[config.mk]
export PLATFORM = sky130hd
export DESIGN_NAME = pcr_div
export DESIGN_NICKNAME = d
export VERILOG_FILES = /design/src/pcr_pkg.sv /design/src/pcr_div.sv
export SDC_FILE = /design/constraint.sdc
export NUM_CORES = 1
export LEC_CHECK = 0
export ABC_AREA = 1
export CAP_MARGIN = 20
export CORE_MARGIN = 5
export CORE_UTILIZATION = 30
export DETAILED_ROUTE_END_ITERATION = 8
export DONT_BUFFER_PORTS = 1
export SLEW_MARGIN = 20
export SYNTH_ARGS = -nofsm -noshare
export SYNTH_HDL_FRONTEND = slang
export SYNTH_SLANG_ARGS = --single-unit
export TNS_END_PERCENT = 10
[constraint.sdc]
create_clock -name clk -period 3.2 [get_ports clk]
set_input_delay 0.48 -clock clk [delete_from_list [all_inputs] [get_ports clk]]
set_output_delay 0.48 -clock clk [all_outputs]
set_load 0.1 [all_outputs]
[src/pcr_pkg.sv]
// ----------------------------------------------------------------------------
// pcr_pkg
// Shared types and constants for the ramped position controller.
// ----------------------------------------------------------------------------
package pcr_pkg;

	localparam int DIVIDEND_W = 48;
	localparam int DIVISOR_W  = 24;

	localparam logic signed [31:0] S32_MAX = 32'sh7fff_ffff;
	localparam logic signed [31:0] S32_MIN = 32'sh8000_0000;

	typedef struct packed {
		logic [31:0]        time_us;
		logic signed [31:0] measured_position;
		logic signed [31:0] new_target;
		logic               load_target;
		logic [30:0]        new_coast_speed;
		logic               load_coast;
		logic               pause_request;
		logic               resume_request;
		logic               stop_request;
	} pcr_in_t;

	typedef struct packed {
		logic signed [31:0] velocity_command;
		logic               at_target;
		logic               is_paused;
		logic signed [31:0] coast_stop_position;
	} pcr_out_t;

	typedef enum logic [2:0] {
		REG_GAIN      = 3'd0,
		REG_COAST_LIM = 3'd1,
		REG_MIN_SPEED = 3'd2,
		REG_ACCEL     = 3'd3,
		REG_WINDOW    = 3'd4,
		REG_SETTLE    = 3'd5,
		REG_REV_WAIT  = 3'd6
	} cfg_reg_t;

	typedef enum logic [3:0] {
		ST_IDLE,
		ST_CHECK,
		ST_MUL_ERR,
		ST_MUL_DT,
		ST_RAMP,
		ST_APPLY,
		ST_DIV_START,
		ST_DIV,
		ST_FIN
	} pcr_state_t;

endpackage

[src/pcr_div.sv]
// ----------------------------------------------------------------------------
// pcr_div
// Restoring unsigned divider, one quotient bit per cycle.
// ----------------------------------------------------------------------------
module pcr_div #(
	parameter int DividendW = pcr_pkg::DIVIDEND_W,
	parameter int DivisorW  = pcr_pkg::DIVISOR_W
) (
	input  logic                 clk,
	input  logic                 arst_n,
	input  logic                 start,
	input  logic [DividendW-1:0] dividend,
	input  logic [DivisorW-1:0]  divisor,
	output logic                 done,
	output logic [DividendW-1:0] quotient
);
	import pcr_pkg::*;

	localparam int CntW = $clog2(DividendW + 1);

	logic [DivisorW-1:0]  rem_q;
	logic [DividendW-1:0] quo_q;
	logic [CntW-1:0]      cnt_q;
	logic                 busy_q;
	logic                 done_q;
	logic [DivisorW:0]    trial;
	logic                 fits;

	assign trial = {rem_q, quo_q[DividendW-1]};
	assign fits  = trial >= {1'b0, divisor};

	always_ff @(posedge clk or negedge arst_n) begin
		if (!arst_n) begin
			busy_q <= 1'b0;
			done_q <= 1'b0;
			cnt_q  <= '0;
		end else begin
			done_q <= 1'b0;
			if (start) begin
				busy_q <= 1'b1;
				cnt_q  <= CntW'(DividendW);
			end else if (busy_q) begin
				cnt_q <= cnt_q - 1'b1;
				if (cnt_q == CntW'(1)) begin
					busy_q <= 1'b0;
					done_q <= 1'b1;
				end
			end
		end
	end

	// shift dividend bits out the top, quotient bits in the bottom
	always_ff @(posedge clk) begin
		if (start) begin
			rem_q <= '0;
			quo_q <= dividend;
		end else if (busy_q) begin
			rem_q <= fits ? DivisorW'(trial - {1'b0, divisor}) : trial[DivisorW-1:0];
			quo_q <= {quo_q[DividendW-2:0], fits};
		end
	end

	assign done     = done_q;
	assign quotient = quo_q;

endmodule

==> results of run 1 <==
==> worst min-delay path by stage <==
stage / start / endpoint / slack (ns) / cells after the start
global route: start / done / 0.20 / 1
floorplan: arst_n / busy_q / 0.18 / 0
finish: start / done / 0.21 / 1
global placement: arst_n / cnt_q[3] / 0.18 / 0
CTS: start / done / 0.19 / 1
detailed placement: arst_n / cnt_q[3] / 0.18 / 0
==> power breakdown <==
| part | switching [mW] | internal, mW |
|---|---|---|
| Clock | 0.473 | 0.694 |
| Sequential | 0.593 | 1.32 |
| Combinational | 1.41 | 0.768 |
==> state kept, by name (all words and copies together), names as in the netlist <==
register and cells:
busy_q 1, cnt_q 6, done 1, quotient 48
rem_q 24
==> cell families (layout without fill, tap and decap cells) <==
| kind of cell | count (synthesis) | in the layout | synth area share |
|---|---|---|---|
| AO/OA/AOI/OAI | 37 | 37 | 0.03768 |
| XOR/XNOR | 11 | 11 | 0.01769 |
| adder cells (fa/ha/maj) | 27 | 27 | 0.06342 |
| buffers and inverters | 165 | 167 | 0.1186 |
| flip-flops | 80 | 80 | 0.3897 |
| AND/OR/NAND/NOR | 478 | 478 | 0.3729 |
==> stage by stage <==
stage / utilization / total power [mW] / worst slack (ns) / area (um^2) / std cells
global placement: 0.3179 / 4.078 / 0.5621 / 5692 / 1012
floorplan: - / 3.657 / 0.3011 / 5445 / 798
CTS: 0.3367 / 5.303 / 0.6938 / 6028 / 1029
global route: 0.3367 / 5.686 / 0.5245 / 6028 / 1029
finish: 0.3367 / 5.254 / 0.7776 / 6028 / 1029
detailed placement: 0.3179 / 4.099 / 0.4881 / 5692 / 1012
==> cell type report <==
| type | instances | area, um^2 | area share |
|---|---|---|---|
| multi-input combinational | 553 | 2678 | 0.4442 |
| sequential | 80 | 2122 | 0.3520 |
| inverter | 142 | 533.0 | 0.08842 |
| tap | 229 | 286.5 | 0.04753 |
| clock buffer | 9 | 225.2 | 0.03736 |
| clock inverter | 7 | 101.3 | 0.01681 |
| timing repair buffer | 9 | 82.58 | 0.01370 |
==> per-layer routing <==
layer  track usage  part of all wire  up-vias
met2        0.2504              0.47      153
met1        0.1833              0.43     2154
li1              -                 -     2482
met3       0.05225             0.082       24
met4       0.05056             0.018        0
met5             0                 0        -
==> cell usage in the layout (no fill, tap or decap), drive strengths merged, types with 2 or more instances in the layout <==
master / count
a21oi: 17
buf: 8
bufinv: 2
clkbuf: 9
clkinv: 3
dfrtp: 8
dfxtp: 24
edfxtp: 48
ha: 26
inv: 144
nand2: 347
nand3: 59
nand4: 30
nor2: 34
nor3: 5
o21ai: 16
o21bai: 2
xnor2: 9
xor2: 2
==> repair_timing <==
item,in CTS,in global routing
hold buffers,1,0
gates resized for setup,0,0
hold endpoints to repair,8,0
==> worst max-delay path: stages, from the launching register on <==
cell and delay (ns):
dfxtp_1 0.34, ha_1 0.34, a21oi_1 0.23, nor2_1 0.06, nor2_1 0.10, nand2_1 0.10
a21oi_4 0.37, nand3_4 0.41, nand2_1 0.16, nand2_1 0.06
==> metrics.txt, run 1 <==
hold slack=0.2136 ns; synthesized cell area=roughly 5400 um^2; WS Path Type=reg -> reg; RSZ-0062 raised after global routing=no; required time of the critical path=3.30 ns; fin. max-slew vios=0; ys async rst share=0.1000; VDD IR max=375.6 uV; total track usage=0.1508; antenna violations before repair=0; count of port buffers added during placement=0; post-synth top area cell=edfxtp_1; r2r setup slk=a little under 0.8 ns; Final Hold Fails=0; Antenna Nets Post-Route=0; EDFF count, synth=48; Num CTS Buffers=9; Die Wd=144.7 um; Bufs on Longest Clock Path=2; top post-synthesis cells by area=edfxtp_1 (26%), nand2_1 (24%), inv_1 (9.1%), dfxtp_1 (8.8%), ha_1 (6.0%); DRT Wirelength=15200 um; worst hold path class=in -> reg; Final nets=897; Synthesized Nets=900; final setup TNS=0 ns; Max Clock Freq=0.4128 GHz; clock sinks=80; clk root buf=clkbuf_16; layout cell share with drive strength beyond 1=0.06125; Routability Congestion=0.9550; register bit total from synthesis=80; clk slew on worst S/H paths=0.07 ns; FILL cells=1931; worst r2r src=rem_q[21]; die height=144.7 um; static leakage=approximately 3.2 nW; post-synthesis area per instance=around 6.8 um^2; Power Dens Cells=approximately 870 nW/um^2; Ant. Diodes=0; CP startpoint kind=register; Vias=4813; Distinct cells, synth=36; Worst Setup EP=quotient[0]; worst r2r dst=quotient[0]; critical path capture point type=register; dpl hpwl=11380 um; Core Rows=49; WP data arrival=2.53 ns; worst-skew pair later-pin latency=0.35 ns; post-synthesis sequential area ratio=0.3897; run status=finished clean; Synthesis Warnings=0; CP max FO=25; commonest cells in the netlist=nand2_1 (344), inv_1 (132), nand3_1 (51); Tmin final=2.422 ns; Post-CTS Setup Bufs=0; Clock Skew=about 0.0087 ns; Synth top area share=0.2647; vias in the first global route=4796; fin crit share=0.7570; starting density of the core=0.3042; 1st-iter DRT viols=185; max_cap viols=0; Core Box Area=approximately 18000 um^2; Ports=124; count leader, synth=nand2_1; worst-margin pin slew=1.004 ns; first-pass GRT wire length=24590 um; via-per-instance ratio=4.677; Area Overhead vs Synth=10.71%; DRT Pass-1 Iters=4; largest net degree at the start of global routing=55; Rel. slew slack=0.3304; DRC=0; H-tree depth=3; main flop type after synthesis=edfxtp_1; Setup crit start=rem_q[21]; final setup fails=0; Cells after Synth=798; worst r2r path cells=9; Die ar.=20950 um^2; Avg WL per Cell=roughly 15 um; grt ovf=0; CTS tree=built
No activity file was read; power rests on OpenSTA's default activity.
==> run 2, diff against run 1 <==
- clock period: 3.2 -> 2 ns (I/O delays scaled with it)
==> metrics.txt, run 2 (synthesized netlist as in run 1, its figures left out) <==
final setup fails=0 (unchanged); placed instance area=6242 um^2 (+9.7%); worst r2r dst=rem_q[0]; DRC=0 (unchanged); first-pass GRT wire length=25390 um (+3.2%); WP data arrival=2.10 ns (-0.43 ns); VDD IR max=577.3 uV (+54%); Final Hold Fails=0 (unchanged); met1 WL=6792 um (+3.3%); worst-skew pair later-pin latency=0.34 ns (about the same); Post-CTS Setup Bufs=0 (unchanged); critical path capture point type=register; worst r2r src=rem_q[14]; Clock Skew=0.006750 ns (-0.001986 ns); top sig layer=met4; Power Dens Cells=1401 nW/um^2 (+61%); Bufs on Longest Clock Path=2 (unchanged); Area Overhead vs Synth=27.02%; Final nets=967 (+7.8%); H-tree depth=3 (unchanged); FILL cells=1899 (-1.7%); Antenna Nets Post-Route=0 (unchanged); vias in the first global route=5066 (+5.6%); Ant. Diodes=0 (unchanged); most common cell after layout, fill and taps aside=nand2_1; run status=finished clean; max_cap viols=0 (unchanged); Max Clock Freq=0.5308 GHz (+29%); worst r2r path cells=11 (+2); die height=144.7 um (unchanged); Avg WL per Cell=14.59 um (-1.2%); Die Wd=144.7 um (unchanged); Num CTS Buffers=9 (unchanged); Rel. slew slack=0.3482 (+0.01780); Tmin final=1.884 ns (-0.5384 ns); CTS tree=built; DRT Wirelength=16020 um (+5.4%); CP max FO=10 (-60%); grt ovf=0 (unchanged); layout cell share with drive strength beyond 1=0.1979 (+0.1367); Design Power=9.688 mW (+84%); final setup TNS=0 ns (unchanged); starting density of the core=0.3042 (unchanged); clk slew on worst S/H paths=0.06 ns (about the same); count of port buffers added during placement=0 (unchanged); Die ar.=20950 um^2 (unchanged); largest net degree at the start of global routing=55 (unchanged); commonest cells after routing, fill and taps aside=nand2_1 (334), inv_1 (128), buf_4 (70), nand3_1 (49), edfxtp_1 (48); worst hold path class=in -> reg; Core Rows=49 (unchanged); max reg flops=48 (unchanged); DRT Pass-1 Iters=5 (+1); Worst Setup EP=rem_q[0]; Routability Congestion=0.9311 (-2.5%); Vias=5068 (+5.3%); antenna violations before repair=0 (unchanged); fin crit share=0.9420 (+0.1850); Core Box Area=17900 um^2 (unchanged); r2r setup slk=0.12 ns (-0.66 ns); total track usage=0.1557 (+0.004884); metal2 WL=7544 um (+6.2%); static leakage=3.535 nW (+12%); fin. max-slew vios=0 (unchanged); Design Area, Final=6917 um^2 (+15%); register area=2137 um^2 (+0.71%); WS Path Type=reg -> reg; worst-margin pin slew=0.9777 ns (-0.02670 ns); clock sinks=80 (unchanged); Ports=124 (unchanged); Multi-input gate area=2993 um^2 (+12%); clk root buf=clkbuf_16; dpl hpwl=12150 um (+6.7%); CP startpoint kind=register; via-per-instance ratio=4.616 (-1.3%); required time of the critical path=2.21 ns (-1.09 ns); 1st-iter DRT viols=230 (+24%); WL met3=1443 um (+15%); Setup crit start=rem_q[14]
## run 2: through the flow
step           setup slack (ns)  hold slack, ns    util  instances
2_1_floorplan           -0.5554        0.004409       -        798
3_3_place_gp            0.01351        0.004725  0.3487       1082
3_5_place_dp           -0.02916        0.004653  0.3487       1082
4_1_cts                 0.01299         0.03333  0.3680       1098
5_1_grt                -0.01690         0.02524  0.3864       1098
6_report                 0.1160         0.05323  0.3864       1098
## run 2: routing by layer
metal	vias up	global-route usage
met4	0	0.03976
met1	2264	0.1910
li1	2628	-
met3	16	0.05882
met5	-	0
met2	160	0.2590
## run 2: how the worst min path moves through the flow
stage           start  depth (start not counted)  endpoint
3_5_place_dp   arst_n                          0      done
3_3_place_gp   arst_n                          0  cnt_q[3]
6_report        start                          1      done
5_1_grt         start                          1      done
2_1_floorplan  arst_n                          0    busy_q
4_1_cts         start                          1      done
## run 2: layout make-up
| class | instances | area share |
|---|---|---|
| Multi-Input combinational cell | 553 | 0.4327 |
| Sequential cell | 80 | 0.3090 |
| Timing Repair Buffer | 79 | 0.09425 |
| Inverter | 142 | 0.07706 |
| Tap cell | 229 | 0.04143 |
| Clock buffer | 9 | 0.03256 |
| Clock inverter | 6 | 0.01302 |
## run 2: what timing repair did
item	4_1_cts	5_1_grt
hold buffers	1	0
gates resized for setup	4	61
hold endpoints to repair	8	0
pin swaps	0	9
endpoints found under the setup margin	5	25
## run 2: where the power goes
part	internal [mW]	leakage, nW	switching [mW]
combinational	2.18	2.56	2.80
sequential	2.13	0.823	0.752
clock	1.10	0.154	0.733
## run 2: worst max-delay path, cell delays in order (launching register included)
cell	delay [ns]
dfxtp_1	0.34
ha_4	0.30
nand2_1	0.10
nor2_1	0.15
nand2_1	0.10
nor3_2	0.19
nand2_2	0.10
nand3_4	0.13
buf_12	0.14
nand2_1	0.05
nand3_1	0.05
o21ai_0	0.09
==> run 3, diff against run 2 <==
- CAP_MARGIN: 20 -> unset
- CELL_PAD_IN_SITES_DETAIL_PLACEMENT: unset -> 1
- CELL_PAD_IN_SITES_GLOBAL_PLACEMENT: unset -> 1
- PLACE_DENSITY: unset -> 0.56
==> metrics.txt, run 3 (synthesized netlist as in run 1, its figures left out) <==
antenna violations before repair=0 (unchanged); CP cell instances=ha_4, nand2_4, nor2_4, nand2_2, nor3_2, nand2_2, nand3_4, clkbuf_16, nand2_1, nand3_1, o21ai_1; Die Wd=144.7 um (unchanged); VDD IR max=576.7 uV (-0.10%); Die ar.=20950 um^2 (unchanged); Worst path slowest cell=dfxtp_4; Core Rows=49 (unchanged); run status=finished clean; via-per-instance ratio=4.795 (+3.9%); Avg WL per Cell=16.49 um (+13%); Final nets=979 (+1.2%); first-pass GRT wire length=28820 um (+14%); clk root buf=clkbuf_16; grt ovf=0 (unchanged); placed instance area=6257 um^2 (+0.24%); DRC=0 (unchanged); DRT Pass-1 Iters=4 (-1); Clock Skew=0.008917 ns (+0.002167 ns); Design Area, Final=7208 um^2 (+4.2%); most common cell after layout, fill and taps aside=nand2_1; Final Core Density=0.4026 (+0.01628); fin crit share=0.9748 (+0.03277); Tmin final=1.950 ns (+0.06554 ns); CP max stage delay=0.36 ns (+0.02 ns); total track usage=0.1740 (+0.01825); dpl hpwl=13810 um (+14%); RSZ-0062 raised after global routing=yes; WP data arrival=2.18 ns (+0.08 ns); kind of cell adding the most delay to the critical path=simple AND/OR/NAND/NOR gates; required time of the critical path=2.23 ns (+0.02 ns); hold slack=0.03456 ns (-0.01867 ns); FILL cells=2228 (+17%); static leakage=3.631 nW (+2.7%); CTS tree=built; 1st-iter DRT viols=214 (-7.0%); die height=144.7 um (unchanged); final setup fails=0 (unchanged); Area Overhead vs Synth=32.38%; Rel. slew slack=0.3544 (+0.006210); layout cell share with drive strength beyond 1=0.2619 (+0.06398); Max Clock Freq=0.5129 GHz (-3.4%); Vias=5327 (+5.1%); Antenna Nets Post-Route=0 (unchanged); DRT Wirelength=18320 um (+14%); CP max FO=6 (-4); starting density of the core=0.3042 (unchanged); Num CTS Buffers=9 (unchanged); Bufs on Longest Clock Path=2 (unchanged); worst-skew pair later-pin latency=0.34 ns (about the same); vias in the first global route=5702 (+13%); most used cell along the critical path=nand2_2; largest net degree at the start of global routing=55 (unchanged); Final Hold Fails=0 (unchanged); clock sinks=80 (unchanged); Ant. Diodes=0 (unchanged); Power Dens Cells=1433 nW/um^2 (+2.3%); fin. max-slew vios=0 (unchanged); critical path capture point type=register; Core Box Area=17900 um^2 (unchanged); worst-margin pin slew=0.9684 ns (-0.009315 ns); clk slew on worst S/H paths=0.07 ns (about the same); CP bufs+invs=1 (unchanged); count of port buffers added during placement=0 (unchanged); max_cap viols=0 (unchanged); worst hold path class=in -> reg; H-tree depth=3 (unchanged); CP startpoint kind=register; WS Path Type=reg -> reg; commonest cells after routing, fill and taps aside=nand2_1 (307), inv_1 (125), buf_4 (81), edfxtp_1 (48), nand3_1 (43); max reg flops=48 (unchanged); Ports=124 (unchanged); Routability Congestion=0.8215 (-12%)
-- run 3: final cells by class --
cell class | instances | area, um^2 | share of cell area
well taps | 229 | 286.5 | 0.03975
repair buffers | 91 | 773.2 | 0.1073
flip-flops and latches | 80 | 2151 | 0.2984
clock inverters | 7 | 52.55 | 0.007290
clock buffers | 9 | 225.2 | 0.03124
multi-input cells | 553 | 3187 | 0.4421
inverters | 142 | 533.0 | 0.07395
-- run 3: where the power goes --
group / internal [mW] / switching (mW)
clock: 0.859 / 0.766
combinational: 2.56 / 3.18
sequential: 2.14 / 0.824
total: 5.56 / 4.77
-- run 3: timing repair --
item	CTS	global route
hold endpoints to repair	8	0
setup buffers	1	7
gates cloned	0	2
pin swaps	4	23
setup endpoints to repair	25	25
hold buffers	1	0
gates resized for setup	19	107
-- run 3: per-layer routing --
metal | vias to the layer above | GRT usage | routed length, um
li1 | 2647 | - | -
met1 | 2551 | 0.2105 | 7956
met2 | 110 | 0.3036 | 8986
met3 | 19 | 0.05159 | 1011
met4 | 0 | 0.04369 | 363
met5 | - | 0 | 0
-- run 3: worst reg2reg max path: stages (launching register included) --
cell,delay (ns)
dfxtp_4,0.36
ha_4,0.31
nand2_4,0.07
nor2_4,0.12
nand2_2,0.07
nor3_2,0.19
nand2_2,0.11
nand3_4,0.22
clkbuf_16,0.20
nand2_1,0.05
nand3_1,0.07
o21ai_1,0.06
-- run 3: final timing paths --
check	from	endpoint	slack, ns	cells past startpoint
min in group asynchronous	arst_n	cnt_q[4]	0.31	1
min reg2reg	rem_q[22]	rem_q[22]	0.48	2
max in group asynchronous	arst_n	cnt_q[0]	1.40	1
min	start	done	0.03	1
max reg2reg	rem_q[11]	rem_q[6]	0.05	11
max	rem_q[11]	rem_q[6]	0.05	11
-- run 3: stage by stage --
stage | total power [mW] | instances | setup slack [ns] | setup TNS, ns
after CTS | 9.497 | 1102 | 0.001930 | 0
after floorplan | 5.851 | 798 | -0.5554 | -8.244
after detailed placement | 7.616 | 1084 | -0.09763 | -1.765
final | 10.33 | 1111 | 0.05044 | 0
after global routing | 11.08 | 1111 | -0.03454 | -0.1930
after global placement | 7.486 | 1084 | -0.1023 | -2.009
